**src/design/rcpwm_pkg.sv**
```systemverilog
// Package for the RC pulse receiver mode control core.
// Holds mode, servo, request, notification, switch and sequencer codes, register indexes,
// register reset values and helpers. No dependencies.
package rcpwm_pkg;

   // receiver mode codes
   typedef enum logic [2:0] {
      MODE_NONE     = 3'd0,
      MODE_READY    = 3'd1,
      MODE_FAULT    = 3'd2,
      MODE_ACTIVE   = 3'd3,
      MODE_PASS     = 3'd4,
      MODE_FAILSAFE = 3'd5
   } mode_type;

   // servo mode requests
   typedef enum logic [1:0] {
      SERVO_NONE     = 2'd0,
      SERVO_FAILSAFE = 2'd1,
      SERVO_PASS     = 2'd2,
      SERVO_AUTO     = 2'd3
   } servo_type;

   // request kinds
   typedef enum logic [1:0] {
      REQ_EDGE      = 2'd0,
      REQ_HEARTBEAT = 2'd1,
      REQ_STARTUP   = 2'd2,
      REQ_RESET     = 2'd3
   } req_kind_type;

   // notifications
   typedef enum logic [1:0] {
      NOTE_NONE   = 2'd0,
      NOTE_READY  = 2'd1,
      NOTE_ACTIVE = 2'd2,
      NOTE_FAULT  = 2'd3
   } note_type;

   // switch events
   typedef enum logic [1:0] {
      SW_NONE = 2'd0,
      SW_OFF  = 2'd1,
      SW_ON   = 2'd2
   } switch_type;

   // channel processing order: 2, 1, 3
   typedef enum logic [1:0] {
      STEP_CH2 = 2'd0,
      STEP_CH1 = 2'd1,
      STEP_CH3 = 2'd2
   } step_type;

   // sequencer states
   typedef enum logic [2:0] {
      ST_IDLE   = 3'd0,
      ST_PICK   = 3'd1,
      ST_DIV    = 3'd2,
      ST_APPLY  = 3'd3,
      ST_FINISH = 3'd4
   } state_type;

   // register indexes
   localparam logic [2:0] CSR_SCALE         = 3'd0;
   localparam logic [2:0] CSR_QUALIFY_COUNT = 3'd1;
   localparam logic [2:0] CSR_PULSE_MIN     = 3'd2;
   localparam logic [2:0] CSR_PULSE_SHORT   = 3'd3;
   localparam logic [2:0] CSR_PULSE_LONG    = 3'd4;
   localparam logic [2:0] CSR_PULSE_MAX     = 3'd5;
   localparam logic [2:0] CSR_FRAME_TIMEOUT = 3'd6;

   // register reset values
   localparam logic [7:0]  SCALE_RESET         = 8'd80;
   localparam logic [7:0]  QUALIFY_COUNT_RESET = 8'd8;
   localparam logic [15:0] PULSE_MIN_RESET     = 16'd950;
   localparam logic [15:0] PULSE_SHORT_RESET   = 16'd1250;
   localparam logic [15:0] PULSE_LONG_RESET    = 16'd1750;
   localparam logic [15:0] PULSE_MAX_RESET     = 16'd2050;
   localparam logic [31:0] FRAME_TIMEOUT_RESET = 32'd2000000;

   // divider: one quotient bit per cycle
   localparam int DIV_STEPS = 32;
   localparam logic [4:0] DIV_LAST = 5'(DIV_STEPS - 1);

   // saturate a width to 16 bits
   function automatic logic [15:0] sat16(input logic [31:0] p);
      sat16 = (|p[31:16]) ? 16'hFFFF : p[15:0];
   endfunction

endpackage

```
**src/design/rcpwm_req_if.sv**
```systemverilog
// Request channel interface of the RC pulse receiver core.
// Carries valid, ready and one pin-edge or control request. No dependencies.
interface rcpwm_req_if;
   logic        valid;
   logic        ready;
   logic [1:0]  req_type;
   logic [2:0]  edge_mask;
   logic [2:0]  pin_levels;
   logic [31:0] timestamp;

   modport source (output valid, req_type, edge_mask, pin_levels, timestamp, input ready);
   modport sink   (input valid, req_type, edge_mask, pin_levels, timestamp, output ready);
endinterface

```
**src/design/rcpwm_rsp_if.sv**
```systemverilog
// Response channel interface of the RC pulse receiver core.
// Carries valid, ready and one result per request. No dependencies.
interface rcpwm_rsp_if;
   logic        valid;
   logic        ready;
   logic [2:0]  mode;
   logic [1:0]  servo_cmd;
   logic        ch1_drive;
   logic        ch2_drive;
   logic [1:0]  drive_valid;
   logic [1:0]  switch_event;
   logic        heartbeat_ok;
   logic [1:0]  notify;
   logic [15:0] ch1_pulse;
   logic [15:0] ch2_pulse;
   logic [15:0] ch3_pulse;
   logic [2:0]  pulse_valid;

   modport source (output valid, mode, servo_cmd, ch1_drive, ch2_drive, drive_valid,
                   switch_event, heartbeat_ok, notify, ch1_pulse, ch2_pulse, ch3_pulse,
                   pulse_valid, input ready);
   modport sink   (input valid, mode, servo_cmd, ch1_drive, ch2_drive, drive_valid,
                   switch_event, heartbeat_ok, notify, ch1_pulse, ch2_pulse, ch3_pulse,
                   pulse_valid, output ready);
endinterface

```
**src/design/rcpwm_csr_if.sv**
```systemverilog
// Register write channel interface of the RC pulse receiver core.
// Carries valid, ready, register index and write data. No dependencies.
interface rcpwm_csr_if;
   logic        valid;
   logic        ready;
   logic [2:0]  index;
   logic [31:0] data;

   modport source (output valid, index, data, input ready);
   modport sink   (input valid, index, data, output ready);
endinterface

```
**src/design/rc_pwm_receiver_mode_control_core.sv**
```systemverilog
// Top level of the RC pulse receiver mode control core.
// Depends on rcpwm_pkg and the rcpwm_req_if, rcpwm_rsp_if and rcpwm_csr_if interfaces.

// Decodes three RC servo pulse inputs from timestamped pin edges and runs the receiver
// mode machine (none, ready, fault, active, passthrough, failsafe). Each request gives
// exactly one response. Requests are handled one at a time: channels of a pin-edge request
// are visited in the order 2, 1, 3, and every tick difference that must be turned into
// microseconds goes through one shared restoring divider that yields one quotient bit per
// cycle. A channel that needs a division passes through setup, 32 divide steps and an
// update; one without a division is picked and, if it has an edge, updated, and a last
// step hands the result over. The request side opens again in the same cycle as the
// response becomes valid. The hand-over waits only while an earlier response is still
// held and not taken; a finished response waits in its own register, so the next request
// is taken while the previous response is still pending. Register writes are always
// accepted and are meant to be made while no request is in flight.
module rc_pwm_receiver_mode_control_core (
   input  logic        clock,
   input  logic        reset,
   rcpwm_req_if.sink   req_chan,
   rcpwm_rsp_if.source rsp_chan,
   rcpwm_csr_if.sink   csr_chan
);
   import rcpwm_pkg::*;

   // configuration registers
   logic [7:0]  scale_ff, scale_in;
   logic [7:0]  qualify_ff, qualify_in;
   logic [15:0] pmin_ff, pmin_in;
   logic [15:0] pshort_ff, pshort_in;
   logic [15:0] plong_ff, plong_in;
   logic [15:0] pmax_ff, pmax_in;
   logic [31:0] ftimeout_ff, ftimeout_in;

   // receiver state
   mode_type    mode_ff, mode_in;
   logic [31:0] rise_ch1_ff, rise_ch1_in;
   logic [31:0] rise_ch2_ff, rise_ch2_in;
   logic [31:0] rise_ch3_ff, rise_ch3_in;
   logic [7:0]  good1_ff, good1_in;
   logic [7:0]  good2_ff, good2_in;
   logic        switch_on_ff, switch_on_in;
   logic        armed_ff, armed_in;

   // sequencer and latched request
   state_type    state_ff, state_in;
   step_type     step_ff, step_in;
   req_kind_type kind_ff, kind_in;
   logic [2:0]   edges_ff, edges_in;
   logic [2:0]   levels_ff, levels_in;
   logic [31:0]  ts_ff, ts_in;
   mode_type     start_ff, start_in;

   // shared divider
   logic [31:0] quo_ff, quo_in;
   logic [7:0]  rem_ff, rem_in;
   logic [4:0]  div_cnt_ff, div_cnt_in;

   // result accumulators
   servo_type   servo_ff, servo_in;
   logic        d1_ff, d1_in;
   logic        d2_ff, d2_in;
   logic [1:0]  dv_ff, dv_in;
   switch_type  sw_ff, sw_in;
   logic        hb_ff, hb_in;
   note_type    note_ff, note_in;
   logic [15:0] pw1_ff, pw1_in;
   logic [15:0] pw2_ff, pw2_in;
   logic [15:0] pw3_ff, pw3_in;
   logic [2:0]  pv_ff, pv_in;

   // response register
   logic        rsp_valid_ff, rsp_valid_in;
   logic [2:0]  o_mode_ff, o_mode_in;
   logic [1:0]  o_servo_ff, o_servo_in;
   logic        o_d1_ff, o_d1_in;
   logic        o_d2_ff, o_d2_in;
   logic [1:0]  o_dv_ff, o_dv_in;
   logic [1:0]  o_sw_ff, o_sw_in;
   logic        o_hb_ff, o_hb_in;
   logic [1:0]  o_note_ff, o_note_in;
   logic [15:0] o_pw1_ff, o_pw1_in;
   logic [15:0] o_pw2_ff, o_pw2_in;
   logic [15:0] o_pw3_ff, o_pw3_in;
   logic [2:0]  o_pv_ff, o_pv_in;

   // divider datapath: one restoring step
   logic [7:0] divisor;
   logic [8:0] trial;
   logic       trial_ge;
   assign divisor  = (scale_ff == 8'd0) ? 8'd1 : scale_ff;
   assign trial    = {rem_ff, quo_ff[31]};
   assign trial_ge = (trial >= {1'b0, divisor});

   // width compares on the quotient
   logic q_legal, q_short, q_long, q_timeout;
   assign q_legal   = (quo_ff >= {16'd0, pmin_ff}) && (quo_ff <= {16'd0, pmax_ff});
   assign q_short   = (quo_ff <= {16'd0, pshort_ff});
   assign q_long    = (quo_ff >= {16'd0, plong_ff});
   assign q_timeout = (quo_ff >= ftimeout_ff);

   assign csr_chan.ready = 1'b1;
   assign req_chan.ready = (state_ff == ST_IDLE);

   // next state and outputs
   always_comb begin
      logic        has_edge;
      logic        need_div;
      logic [31:0] base;
      logic        reporting;
      step_type    next_step;

      scale_in = scale_ff;   qualify_in = qualify_ff;
      pmin_in = pmin_ff;     pshort_in = pshort_ff;
      plong_in = plong_ff;   pmax_in = pmax_ff;
      ftimeout_in = ftimeout_ff;
      mode_in = mode_ff;
      rise_ch1_in = rise_ch1_ff; rise_ch2_in = rise_ch2_ff; rise_ch3_in = rise_ch3_ff;
      good1_in = good1_ff;   good2_in = good2_ff;
      switch_on_in = switch_on_ff;
      armed_in = armed_ff;
      state_in = state_ff;   step_in = step_ff;
      kind_in = kind_ff;     edges_in = edges_ff;
      levels_in = levels_ff; ts_in = ts_ff;
      start_in = start_ff;
      quo_in = quo_ff;       rem_in = rem_ff;
      div_cnt_in = div_cnt_ff;
      servo_in = servo_ff;   d1_in = d1_ff;   d2_in = d2_ff;
      dv_in = dv_ff;         sw_in = sw_ff;   hb_in = hb_ff;
      note_in = note_ff;
      pw1_in = pw1_ff;       pw2_in = pw2_ff; pw3_in = pw3_ff;
      pv_in = pv_ff;
      rsp_valid_in = rsp_valid_ff;
      o_mode_in = o_mode_ff;   o_servo_in = o_servo_ff;
      o_d1_in = o_d1_ff;       o_d2_in = o_d2_ff;
      o_dv_in = o_dv_ff;       o_sw_in = o_sw_ff;
      o_hb_in = o_hb_ff;       o_note_in = o_note_ff;
      o_pw1_in = o_pw1_ff;     o_pw2_in = o_pw2_ff;
      o_pw3_in = o_pw3_ff;     o_pv_in = o_pv_ff;
      has_edge = 1'b0;
      need_div = 1'b0;
      base = rise_ch1_ff;
      reporting = (start_ff == MODE_ACTIVE) || (start_ff == MODE_PASS);

      unique case (step_ff)
         STEP_CH2: next_step = STEP_CH1;
         STEP_CH1: next_step = STEP_CH3;
         default:  next_step = STEP_CH3;
      endcase

      // register writes
      if (csr_chan.valid) begin
         unique case (csr_chan.index)
            CSR_SCALE:         scale_in = csr_chan.data[7:0];
            CSR_QUALIFY_COUNT: qualify_in = csr_chan.data[7:0];
            CSR_PULSE_MIN:     pmin_in = csr_chan.data[15:0];
            CSR_PULSE_SHORT:   pshort_in = csr_chan.data[15:0];
            CSR_PULSE_LONG:    plong_in = csr_chan.data[15:0];
            CSR_PULSE_MAX:     pmax_in = csr_chan.data[15:0];
            CSR_FRAME_TIMEOUT: ftimeout_in = csr_chan.data;
            default: ;
         endcase
      end

      // response taken
      if (rsp_valid_ff && rsp_chan.ready) begin
         rsp_valid_in = 1'b0;
      end

      unique case (state_ff)
         ST_IDLE: begin
            if (req_chan.valid) begin
               kind_in   = req_kind_type'(req_chan.req_type);
               edges_in  = req_chan.edge_mask;
               levels_in = req_chan.pin_levels;
               ts_in     = req_chan.timestamp;
               start_in  = mode_ff;
               step_in   = STEP_CH2;
               servo_in  = SERVO_NONE;
               d1_in = 1'b0; d2_in = 1'b0; dv_in = 2'd0;
               sw_in = SW_NONE; hb_in = 1'b1; note_in = NOTE_NONE;
               pw1_in = 16'd0; pw2_in = 16'd0; pw3_in = 16'd0; pv_in = 3'd0;
               state_in = ST_PICK;
            end
         end

         // decide whether the current step needs a division
         ST_PICK: begin
            unique case (kind_ff)
               REQ_EDGE: begin
                  unique case (step_ff)
                     STEP_CH2: begin
                        has_edge = edges_ff[1];
                        need_div = !levels_ff[1] || (start_ff == MODE_ACTIVE);
                        base     = levels_ff[1] ? rise_ch1_ff : rise_ch2_ff;
                     end
                     STEP_CH1: begin
                        has_edge = edges_ff[0];
                        need_div = !levels_ff[0];
                        base     = rise_ch1_ff;
                     end
                     default: begin
                        has_edge = edges_ff[2];
                        need_div = !levels_ff[2];
                        base     = rise_ch3_ff;
                     end
                  endcase
               end
               REQ_HEARTBEAT: begin
                  has_edge = 1'b1;
                  need_div = 1'b1;
                  base     = rise_ch2_ff;
               end
               default: begin
                  has_edge = 1'b1;
                  need_div = 1'b0;
               end
            endcase
            if (has_edge) begin
               if (need_div) begin
                  quo_in     = ts_ff - base;
                  rem_in     = 8'd0;
                  div_cnt_in = 5'd0;
                  state_in   = ST_DIV;
               end else begin
                  state_in = ST_APPLY;
               end
            end else if (step_ff == STEP_CH3) begin
               state_in = ST_FINISH;
            end else begin
               step_in = next_step;
            end
         end

         // one quotient bit per cycle
         ST_DIV: begin
            rem_in     = trial_ge ? 8'(trial - {1'b0, divisor}) : trial[7:0];
            quo_in     = {quo_ff[30:0], trial_ge};
            div_cnt_in = div_cnt_ff + 5'd1;
            if (div_cnt_ff == DIV_LAST) begin
               state_in = ST_APPLY;
            end
         end

         // state update for the current step
         ST_APPLY: begin
            unique case (kind_ff)
               REQ_EDGE: begin
                  unique case (step_ff)
                     STEP_CH2: begin
                        if (start_ff == MODE_PASS) begin
                           d2_in = levels_ff[1];
                           dv_in[1] = 1'b1;
                        end
                        if (levels_ff[1]) begin
                           rise_ch2_in = ts_ff;
                           if (start_ff == MODE_ACTIVE && q_timeout) begin
                              mode_in  = MODE_FAILSAFE;
                              servo_in = SERVO_FAILSAFE;
                           end
                        end else begin
                           pw2_in   = sat16(quo_ff);
                           pv_in[1] = 1'b1;
                           if (q_legal) begin
                              if (start_ff == MODE_ACTIVE && (q_short || q_long)) begin
                                 mode_in  = MODE_PASS;
                                 servo_in = SERVO_PASS;
                                 d2_in    = 1'b0;
                                 dv_in[1] = 1'b1;
                              end else if (good2_ff >= qualify_ff) begin
                                 if (start_ff == MODE_NONE) begin
                                    armed_in = 1'b0;
                                    mode_in  = MODE_READY;
                                    note_in  = NOTE_READY;
                                 end
                              end else begin
                                 good2_in = good2_ff + 8'd1;
                              end
                           end else begin
                              good2_in = 8'd0;
                           end
                        end
                     end
                     STEP_CH1: begin
                        if (start_ff == MODE_PASS) begin
                           d1_in = levels_ff[0];
                           dv_in[0] = 1'b1;
                        end
                        if (levels_ff[0]) begin
                           rise_ch1_in = ts_ff;
                        end else begin
                           pw1_in   = sat16(quo_ff);
                           pv_in[0] = 1'b1;
                           if (q_legal) begin
                              if (good1_ff >= qualify_ff) begin
                                 if (start_ff == MODE_READY) begin
                                    mode_in = MODE_ACTIVE;
                                    note_in = NOTE_ACTIVE;
                                 end
                              end else begin
                                 good1_in = good1_ff + 8'd1;
                              end
                           end else begin
                              good1_in = 8'd0;
                           end
                        end
                     end
                     default: begin
                        if (levels_ff[2]) begin
                           rise_ch3_in = ts_ff;
                        end else begin
                           pw3_in   = sat16(quo_ff);
                           pv_in[2] = 1'b1;
                           // hysteresis switch
                           if (q_legal) begin
                              if (q_short) begin
                                 if (switch_on_ff) begin
                                    switch_on_in = 1'b0;
                                    if (reporting) sw_in = SW_OFF;
                                 end
                              end else if (q_long) begin
                                 if (!switch_on_ff) begin
                                    switch_on_in = 1'b1;
                                    if (reporting) sw_in = SW_ON;
                                 end
                              end
                           end
                        end
                     end
                  endcase
               end
               REQ_HEARTBEAT: begin
                  if (q_timeout && mode_ff != MODE_NONE && mode_ff != MODE_FAULT) begin
                     mode_in  = MODE_FAILSAFE;
                     servo_in = SERVO_FAILSAFE;
                     hb_in    = 1'b0;
                  end
               end
               REQ_STARTUP: begin
                  if (armed_ff) begin
                     armed_in = 1'b0;
                     mode_in  = MODE_FAULT;
                     servo_in = SERVO_PASS;
                     note_in  = NOTE_FAULT;
                  end
               end
               default: begin
                  mode_in  = MODE_NONE;
                  servo_in = SERVO_AUTO;
                  armed_in = 1'b1;
               end
            endcase
            if (kind_ff == REQ_EDGE && step_ff != STEP_CH3) begin
               step_in  = next_step;
               state_in = ST_PICK;
            end else begin
               state_in = ST_FINISH;
            end
         end

         // hand the result to the response register
         ST_FINISH: begin
            if (!rsp_valid_ff || rsp_chan.ready) begin
               rsp_valid_in = 1'b1;
               o_mode_in  = mode_ff;
               o_servo_in = servo_ff;
               o_d1_in    = d1_ff;
               o_d2_in    = d2_ff;
               o_dv_in    = dv_ff;
               o_sw_in    = sw_ff;
               o_hb_in    = hb_ff;
               o_note_in  = note_ff;
               o_pw1_in   = pw1_ff;
               o_pw2_in   = pw2_ff;
               o_pw3_in   = pw3_ff;
               o_pv_in    = pv_ff;
               state_in   = ST_IDLE;
            end
         end

         default: begin
            state_in = ST_IDLE;
         end
      endcase
   end

   // control and state registers
   always_ff @(posedge clock) begin
      if (reset) begin
         scale_ff     <= SCALE_RESET;
         qualify_ff   <= QUALIFY_COUNT_RESET;
         pmin_ff      <= PULSE_MIN_RESET;
         pshort_ff    <= PULSE_SHORT_RESET;
         plong_ff     <= PULSE_LONG_RESET;
         pmax_ff      <= PULSE_MAX_RESET;
         ftimeout_ff  <= FRAME_TIMEOUT_RESET;
         mode_ff      <= MODE_NONE;
         rise_ch1_ff  <= 32'd0;
         rise_ch2_ff  <= 32'd0;
         rise_ch3_ff  <= 32'd0;
         good1_ff     <= 8'd0;
         good2_ff     <= 8'd0;
         switch_on_ff <= 1'b0;
         armed_ff     <= 1'b1;
         state_ff     <= ST_IDLE;
         step_ff      <= STEP_CH2;
         div_cnt_ff   <= 5'd0;
         rsp_valid_ff <= 1'b0;
      end else begin
         scale_ff     <= scale_in;
         qualify_ff   <= qualify_in;
         pmin_ff      <= pmin_in;
         pshort_ff    <= pshort_in;
         plong_ff     <= plong_in;
         pmax_ff      <= pmax_in;
         ftimeout_ff  <= ftimeout_in;
         mode_ff      <= mode_in;
         rise_ch1_ff  <= rise_ch1_in;
         rise_ch2_ff  <= rise_ch2_in;
         rise_ch3_ff  <= rise_ch3_in;
         good1_ff     <= good1_in;
         good2_ff     <= good2_in;
         switch_on_ff <= switch_on_in;
         armed_ff     <= armed_in;
         state_ff     <= state_in;
         step_ff      <= step_in;
         div_cnt_ff   <= div_cnt_in;
         rsp_valid_ff <= rsp_valid_in;
      end
   end

   // payload registers
   always_ff @(posedge clock) begin
      kind_ff   <= kind_in;
      edges_ff  <= edges_in;
      levels_ff <= levels_in;
      ts_ff     <= ts_in;
      start_ff  <= start_in;
      quo_ff    <= quo_in;
      rem_ff    <= rem_in;
      servo_ff  <= servo_in;
      d1_ff     <= d1_in;
      d2_ff     <= d2_in;
      dv_ff     <= dv_in;
      sw_ff     <= sw_in;
      hb_ff     <= hb_in;
      note_ff   <= note_in;
      pw1_ff    <= pw1_in;
      pw2_ff    <= pw2_in;
      pw3_ff    <= pw3_in;
      pv_ff     <= pv_in;
      o_mode_ff  <= o_mode_in;
      o_servo_ff <= o_servo_in;
      o_d1_ff    <= o_d1_in;
      o_d2_ff    <= o_d2_in;
      o_dv_ff    <= o_dv_in;
      o_sw_ff    <= o_sw_in;
      o_hb_ff    <= o_hb_in;
      o_note_ff  <= o_note_in;
      o_pw1_ff   <= o_pw1_in;
      o_pw2_ff   <= o_pw2_in;
      o_pw3_ff   <= o_pw3_in;
      o_pv_ff    <= o_pv_in;
   end

   // response channel
   assign rsp_chan.valid        = rsp_valid_ff;
   assign rsp_chan.mode         = o_mode_ff;
   assign rsp_chan.servo_cmd    = o_servo_ff;
   assign rsp_chan.ch1_drive    = o_d1_ff;
   assign rsp_chan.ch2_drive    = o_d2_ff;
   assign rsp_chan.drive_valid  = o_dv_ff;
   assign rsp_chan.switch_event = o_sw_ff;
   assign rsp_chan.heartbeat_ok = o_hb_ff;
   assign rsp_chan.notify       = o_note_ff;
   assign rsp_chan.ch1_pulse    = o_pw1_ff;
   assign rsp_chan.ch2_pulse    = o_pw2_ff;
   assign rsp_chan.ch3_pulse    = o_pw3_ff;
   assign rsp_chan.pulse_valid  = o_pv_ff;

   // busy right after a request transfer
   a_busy_after_req: assert property (@(posedge clock) disable iff (reset)
      (req_chan.valid && req_chan.ready) |=> !req_chan.ready)
      else $error("request accepted while an item was in flight");

   // divider runs all its steps
   a_div_runs: assert property (@(posedge clock) disable iff (reset)
      (state_ff == ST_DIV && div_cnt_ff != DIV_LAST) |=> (state_ff == ST_DIV))
      else $error("divider left before its last step");

   // startup timeout is armed only in mode none
   a_armed_none: assert property (@(posedge clock) disable iff (reset)
      armed_ff |-> (mode_ff == MODE_NONE))
      else $error("startup timeout armed outside mode none");

   // a finished result waits while the response register is full
   a_finish_holds: assert property (@(posedge clock) disable iff (reset)
      (state_ff == ST_FINISH && rsp_chan.valid && !rsp_chan.ready) |=>
      (state_ff == ST_FINISH))
      else $error("result overwrote a pending response");

endmodule
```
**src/flat_wrapper.sv**
```systemverilog
// flat-port wrapper written by rule: the top's interface ports become plain ports
module rc_pwm_receiver_mode_control_core_flat import rcpwm_pkg::*;
  (clock, reset, req_chan_valid, req_chan_req_type, req_chan_edge_mask, req_chan_pin_levels, req_chan_timestamp, req_chan_ready, rsp_chan_valid, rsp_chan_mode, rsp_chan_servo_cmd, rsp_chan_ch1_drive, rsp_chan_ch2_drive, rsp_chan_drive_valid, rsp_chan_switch_event, rsp_chan_heartbeat_ok, rsp_chan_notify, rsp_chan_ch1_pulse, rsp_chan_ch2_pulse, rsp_chan_ch3_pulse, rsp_chan_pulse_valid, rsp_chan_ready, csr_chan_valid, csr_chan_index, csr_chan_data, csr_chan_ready);
  rcpwm_req_if req_chan_i ();
  rcpwm_rsp_if rsp_chan_i ();
  rcpwm_csr_if csr_chan_i ();
  input  logic clock;
  input  logic reset;
  input wire logic [$bits(req_chan_i.valid)-1:0] req_chan_valid;
  input wire logic [$bits(req_chan_i.req_type)-1:0] req_chan_req_type;
  input wire logic [$bits(req_chan_i.edge_mask)-1:0] req_chan_edge_mask;
  input wire logic [$bits(req_chan_i.pin_levels)-1:0] req_chan_pin_levels;
  input wire logic [$bits(req_chan_i.timestamp)-1:0] req_chan_timestamp;
  output wire logic [$bits(req_chan_i.ready)-1:0] req_chan_ready;
  output wire logic [$bits(rsp_chan_i.valid)-1:0] rsp_chan_valid;
  output wire logic [$bits(rsp_chan_i.mode)-1:0] rsp_chan_mode;
  output wire logic [$bits(rsp_chan_i.servo_cmd)-1:0] rsp_chan_servo_cmd;
  output wire logic [$bits(rsp_chan_i.ch1_drive)-1:0] rsp_chan_ch1_drive;
  output wire logic [$bits(rsp_chan_i.ch2_drive)-1:0] rsp_chan_ch2_drive;
  output wire logic [$bits(rsp_chan_i.drive_valid)-1:0] rsp_chan_drive_valid;
  output wire logic [$bits(rsp_chan_i.switch_event)-1:0] rsp_chan_switch_event;
  output wire logic [$bits(rsp_chan_i.heartbeat_ok)-1:0] rsp_chan_heartbeat_ok;
  output wire logic [$bits(rsp_chan_i.notify)-1:0] rsp_chan_notify;
  output wire logic [$bits(rsp_chan_i.ch1_pulse)-1:0] rsp_chan_ch1_pulse;
  output wire logic [$bits(rsp_chan_i.ch2_pulse)-1:0] rsp_chan_ch2_pulse;
  output wire logic [$bits(rsp_chan_i.ch3_pulse)-1:0] rsp_chan_ch3_pulse;
  output wire logic [$bits(rsp_chan_i.pulse_valid)-1:0] rsp_chan_pulse_valid;
  input wire logic [$bits(rsp_chan_i.ready)-1:0] rsp_chan_ready;
  input wire logic [$bits(csr_chan_i.valid)-1:0] csr_chan_valid;
  input wire logic [$bits(csr_chan_i.index)-1:0] csr_chan_index;
  input wire logic [$bits(csr_chan_i.data)-1:0] csr_chan_data;
  output wire logic [$bits(csr_chan_i.ready)-1:0] csr_chan_ready;
  assign req_chan_i.valid = req_chan_valid;
  assign req_chan_i.req_type = req_chan_req_type;
  assign req_chan_i.edge_mask = req_chan_edge_mask;
  assign req_chan_i.pin_levels = req_chan_pin_levels;
  assign req_chan_i.timestamp = req_chan_timestamp;
  assign req_chan_ready = req_chan_i.ready;
  assign rsp_chan_valid = rsp_chan_i.valid;
  assign rsp_chan_mode = rsp_chan_i.mode;
  assign rsp_chan_servo_cmd = rsp_chan_i.servo_cmd;
  assign rsp_chan_ch1_drive = rsp_chan_i.ch1_drive;
  assign rsp_chan_ch2_drive = rsp_chan_i.ch2_drive;
  assign rsp_chan_drive_valid = rsp_chan_i.drive_valid;
  assign rsp_chan_switch_event = rsp_chan_i.switch_event;
  assign rsp_chan_heartbeat_ok = rsp_chan_i.heartbeat_ok;
  assign rsp_chan_notify = rsp_chan_i.notify;
  assign rsp_chan_ch1_pulse = rsp_chan_i.ch1_pulse;
  assign rsp_chan_ch2_pulse = rsp_chan_i.ch2_pulse;
  assign rsp_chan_ch3_pulse = rsp_chan_i.ch3_pulse;
  assign rsp_chan_pulse_valid = rsp_chan_i.pulse_valid;
  assign rsp_chan_i.ready = rsp_chan_ready;
  assign csr_chan_i.valid = csr_chan_valid;
  assign csr_chan_i.index = csr_chan_index;
  assign csr_chan_i.data = csr_chan_data;
  assign csr_chan_ready = csr_chan_i.ready;
  rc_pwm_receiver_mode_control_core u_core (.clock(clock), .reset(reset), .req_chan(req_chan_i), .rsp_chan(rsp_chan_i), .csr_chan(csr_chan_i));
endmodule
```
**config.mk**
```make
export PLATFORM = sky130hd
export DESIGN_NAME = rc_pwm_receiver_mode_control_core_flat
export DESIGN_NICKNAME = d
export VERILOG_FILES = /design/src/design/rcpwm_pkg.sv /design/src/design/rcpwm_req_if.sv /design/src/design/rcpwm_rsp_if.sv /design/src/design/rcpwm_csr_if.sv /design/src/design/rc_pwm_receiver_mode_control_core.sv /design/src/flat_wrapper.sv
export SDC_FILE = /design/constraint.sdc
export NUM_CORES = 1
export LEC_CHECK = 0
export ABC_AREA = 1
export BUFFER_PORTS_ARGS = -buffer_cell sky130_fd_sc_hd__buf_2
export CORE_ASPECT_RATIO = 0.75
export CORE_MARGIN = 1
export CORE_UTILIZATION = 41
export CTS_CLUSTER_DIAMETER = 50
export DETAILED_ROUTE_END_ITERATION = 10
export HOLD_SLACK_MARGIN = 0.08
export PLACE_DENSITY = 0.57
export SETUP_SLACK_MARGIN = 0.2
export SLEW_MARGIN = 20
export SYNTH_ARGS = -nofsm -noshare
export SYNTH_HDL_FRONTEND = slang
export SYNTH_SLANG_ARGS = --single-unit
export TNS_END_PERCENT = 10
```
**constraint.sdc**
```tcl
create_clock -name clock -period 9.1 [get_ports clock]
set_input_delay 0.91 -clock clock [delete_from_list [all_inputs] [get_ports clock]]
set_output_delay 0.91 -clock clock [all_outputs]
set_load 0.01 [all_outputs]
```
==> results.sh <==
export IMPL_outcome="complete, no violations"
export IMPL_slew_headroom=0.279
export IMPL_start_kind="flip-flop"
export IMPL_skew_ns=0.0384
export IMPL_hpwl_mm=42.1
export IMPL_worst_slew_pin_slew_ns=1.08
export IMPL_crit_path_max_fanout=64
export IMPL_crit_family="simple AND/OR/NAND/NOR gates"
export IMPL_cp_depth=22
export IMPL_wirelength_mm=60.2
export IMPL_whs_path_depth=0
export IMPL_min_period_ns=4.07
export IMPL_design_core_area_mm2=0.0533
export IMPL_postCtsSetupBuffers=0
export IMPL_rsz0062_at_grt="false"
export IMPL_post_place_ws_ns=5.04
export IMPL_place_gp_congestion=0.866
export IMPL_synthTopCellsByArea="edfxtp_1, dfxtp_1, ha_1"
export IMPL_vias=17800
export IMPL_syn_area_mm2=0.0223
export IMPL_syn_area_per_cell_um2=8.73
export IMPL_arrival_ns=4.42
export IMPL_p_per_area_mw_per_mm2=284
export IMPL_leakagePower_nw=10.2
export IMPL_vdd_drop_max_uv=151
export IMPL_num_rows=73
export IMPL_synth_cells=2551
export IMPL_drive_gt1_frac=0.107
export IMPL_cts_buffer_depth=3
export IMPL_cts_inserted_buffers=50
export IMPL_cp_cell_sequence="buf_4 > inv_1 > nor2_1 > nor2_1 > o21ai_0 > a41oi_1 > ha_1 > inv_1 > fa_1 > nand3_1 > nand2_1 > nand3_1 > nand2_1 > nand3_1 > nand2_1 > nand4_1 > nand3_1 > nand2_1 > nand2_1 > or2_2 > nand3_1 > o21ai_0"
export IMPL_fillers=5179
export IMPL_r2r_cells=22
export IMPL_grt_overflow=0
export IMPL_clock_latency_ns=0.62
export IMPL_required_ns=9.45
export IMPL_cts_root_buf="clkbuf_16"
export IMPL_insertedDiodeCount=0
export IMPL_fmax_mhz=246
export IMPL_ys_seq_area_frac=0.499
export IMPL_startpoint="u_core.levels_ff[1]"
export IMPL_final_cell_mix="nand2_1, o21ai_0, inv_1, nor2_1, a21oi_1"
export IMPL_cp_end_kind="flip-flop"
export IMPL_grt_max_degree=113
export IMPL_worst_r2r_endpoint="u_core.quo_ff[26]"
export IMPL_setup_ws_ns=5.03
export IMPL_cts_resized=0
export IMPL_r2r_start="u_core.levels_ff[1]"
export IMPL_grt_pass1_vias=16800
export IMPL_slew_viol_final=0
export IMPL_start_util=0.417
export IMPL_yosysWarnings=0
export IMPL_clock_sinks=450
export IMPL_fin_tns_setup_ns=0
export IMPL_slowest_stage="inv_1"
export IMPL_cts_tree="yes"
export IMPL_area_delta_synth_final_pct=13.3
export IMPL_synth_area_leader_cell="edfxtp_1"
export IMPL_grt_pass1_wl_mm=93.9
export IMPL_post_route_period_util=0.447
export IMPL_track_usage=0.216
export IMPL_remaining_drc_errors=0
export IMPL_cp_slowest_stage_delay_ns=0.59
export IMPL_drtPass1Iterations=7
export IMPL_syn_nets=2788
export IMPL_clkTransAtPathRegs_ns=0.06
export IMPL_path_buf_inv=3
export IMPL_drtIter0Drc=1397
export IMPL_r2r_setup_slack_ns=5.03
export IMPL_setup_viol=0
export IMPL_async_reset_ff_frac=0
export IMPL_critPathKind="reg2reg"
export IMPL_fp_dieW_um=271
export IMPL_total_power_mw=7.16
export IMPL_synth_flop_cell="dfxtp_1"
export IMPL_yosysUniqueCellTypes=62
export IMPL_via_per_inst=5.22
export IMPL_synth_edff_count=210
export IMPL_wl_per_cell_um=17.6
export IMPL_layout_commonest_cell="nand2_1"
export IMPL_dieArea_mm2=0.0552
export IMPL_drtAntennaViolNets=0
export IMPL_synth_top_area_share=0.283
export IMPL_fin_hold_ws_ns=0.416
export IMPL_die_y_um=204
export IMPL_layout_nets=2901
export IMPL_hold_path_class="reg2reg"
export IMPL_pin_count=148
export IMPL_antenna_found_initial=1
export IMPL_port_buffers=146
export IMPL_crit_end="u_core.quo_ff[26]"
export IMPL_cts_hold_buf=0
export IMPL_max_cap_viol_count=0
export IMPL_synth_seq_cells=450
export IMPL_htree_levels=2
export IMPL_finalHoldViolations=0
[stage by stage]
stage | instances | instance area, um^2 | util
floorplan | 2551 | 22300 | -
global placement | 3324 | 23600 | 0.443
detailed placement | 3324 | 23600 | 0.443
CTS | 3418 | 25200 | 0.473
global route | 3418 | 25200 | 0.473
finish | 3418 | 25200 | 0.473
[sequential cells by signal (all words and copies together), names as in the netlist, 32 cells and up]
register / cells
u_core.ftimeout_ff: 32
u_core.quo_ff: 32
u_core.rise_ch1_ff: 32
u_core.rise_ch2_ff: 32
u_core.rise_ch3_ff: 32
u_core.ts_ff: 32
[worst reg2reg max path: stages (launching register included)]
cell	delay, ns
edfxtp_1	0.36
buf_4	0.32
inv_1	0.60
nor2_1	0.08
nor2_1	0.11
o21ai_0	0.09
a41oi_1	0.19
ha_1	0.17
inv_1	0.06
fa_1	0.41
nand3_1	0.10
nand2_1	0.08
nand3_1	0.07
nand2_1	0.09
nand3_1	0.08
nand2_1	0.13
nand4_1	0.12
nand3_1	0.15
nand2_1	0.09
nand2_1	0.06
or2_2	0.28
nand3_1	0.07
o21ai_0	0.09
[layout make-up]
type / count / area [um^2] / share of cell area
multi-input cells: 1682 / 9580 / 0.380
repair buffers: 165 / 873 / 0.0346
flip-flops and latches: 450 / 11100 / 0.441
clock inverters: 32 / 254 / 0.0101
well taps: 712 / 891 / 0.0353
clock buffers: 62 / 1320 / 0.0522
inverters: 315 / 1190 / 0.0472
[power breakdown]
part / internal (mW) / switching, mW / leakage [nW]
sequential: 2.61 / 0.320 / 3.92
clock: 1.05 / 0.878 / 0.760
combinational: 0.778 / 1.53 / 5.51
total: 4.44 / 2.72 / 10.2
[logic make-up (layout without fill, tap and decap cells)]
group | count (synthesis) | count (layout) | synth area share
compound gates | 710 | 710 | 0.181
flops | 450 | 450 | 0.499
simple gates | 783 | 783 | 0.147
xor+xnor | 31 | 31 | 0.0122
other cells | 1 | 1 | 0.000168
buf+inv | 419 | 574 | 0.0720
fa+ha+maj | 157 | 157 | 0.0889
[synth_stat cells, types with 9 or more instances]
master,instances
nand2_1,365
o21ai_0,297
inv_1,296
nor2_1,281
a21oi_1,256
dfxtp_1,240
edfxtp_1,210
ha_1,155
clkbuf_1,92
nand3_1,63
o211ai_1,33
o221ai_1,33
o2111ai_1,32
nand4_1,20
nor3_1,18
xnor2_1,17
xor2_1,14
inv_2,12
o21ai_1,10
a21o_1,9
[metal layers]
layer	wire length, um	track usage	vias to the layer above
met5	0	0	-
met4	1410	0.0654	0
met3	3110	0.0358	92
met2	26200	0.333	419
met1	29500	0.309	8341
li1	-	-	8985
[worst min path at each step]
stage | from | endpoint | slack, ns
after global placement | u_core.pw3_ff[5] | u_core.rsp_chan.ch3_pulse[5] | 0.41
after CTS | u_core.pw2_ff[8] | u_core.rsp_chan.ch2_pulse[8] | 0.42
final | u_core.note_ff[0] | u_core.rsp_chan.notify[0] | 0.42
after global routing | u_core.pw3_ff[15] | u_core.rsp_chan.ch3_pulse[15] | 0.42
after detailed placement | u_core.pw1_ff[0] | u_core.rsp_chan.ch1_pulse[0] | 0.40
after floorplan | u_core.d1_ff | u_core.rsp_chan.ch1_drive | 0.40
Note: power is estimated with default switching activity, not from simulation.
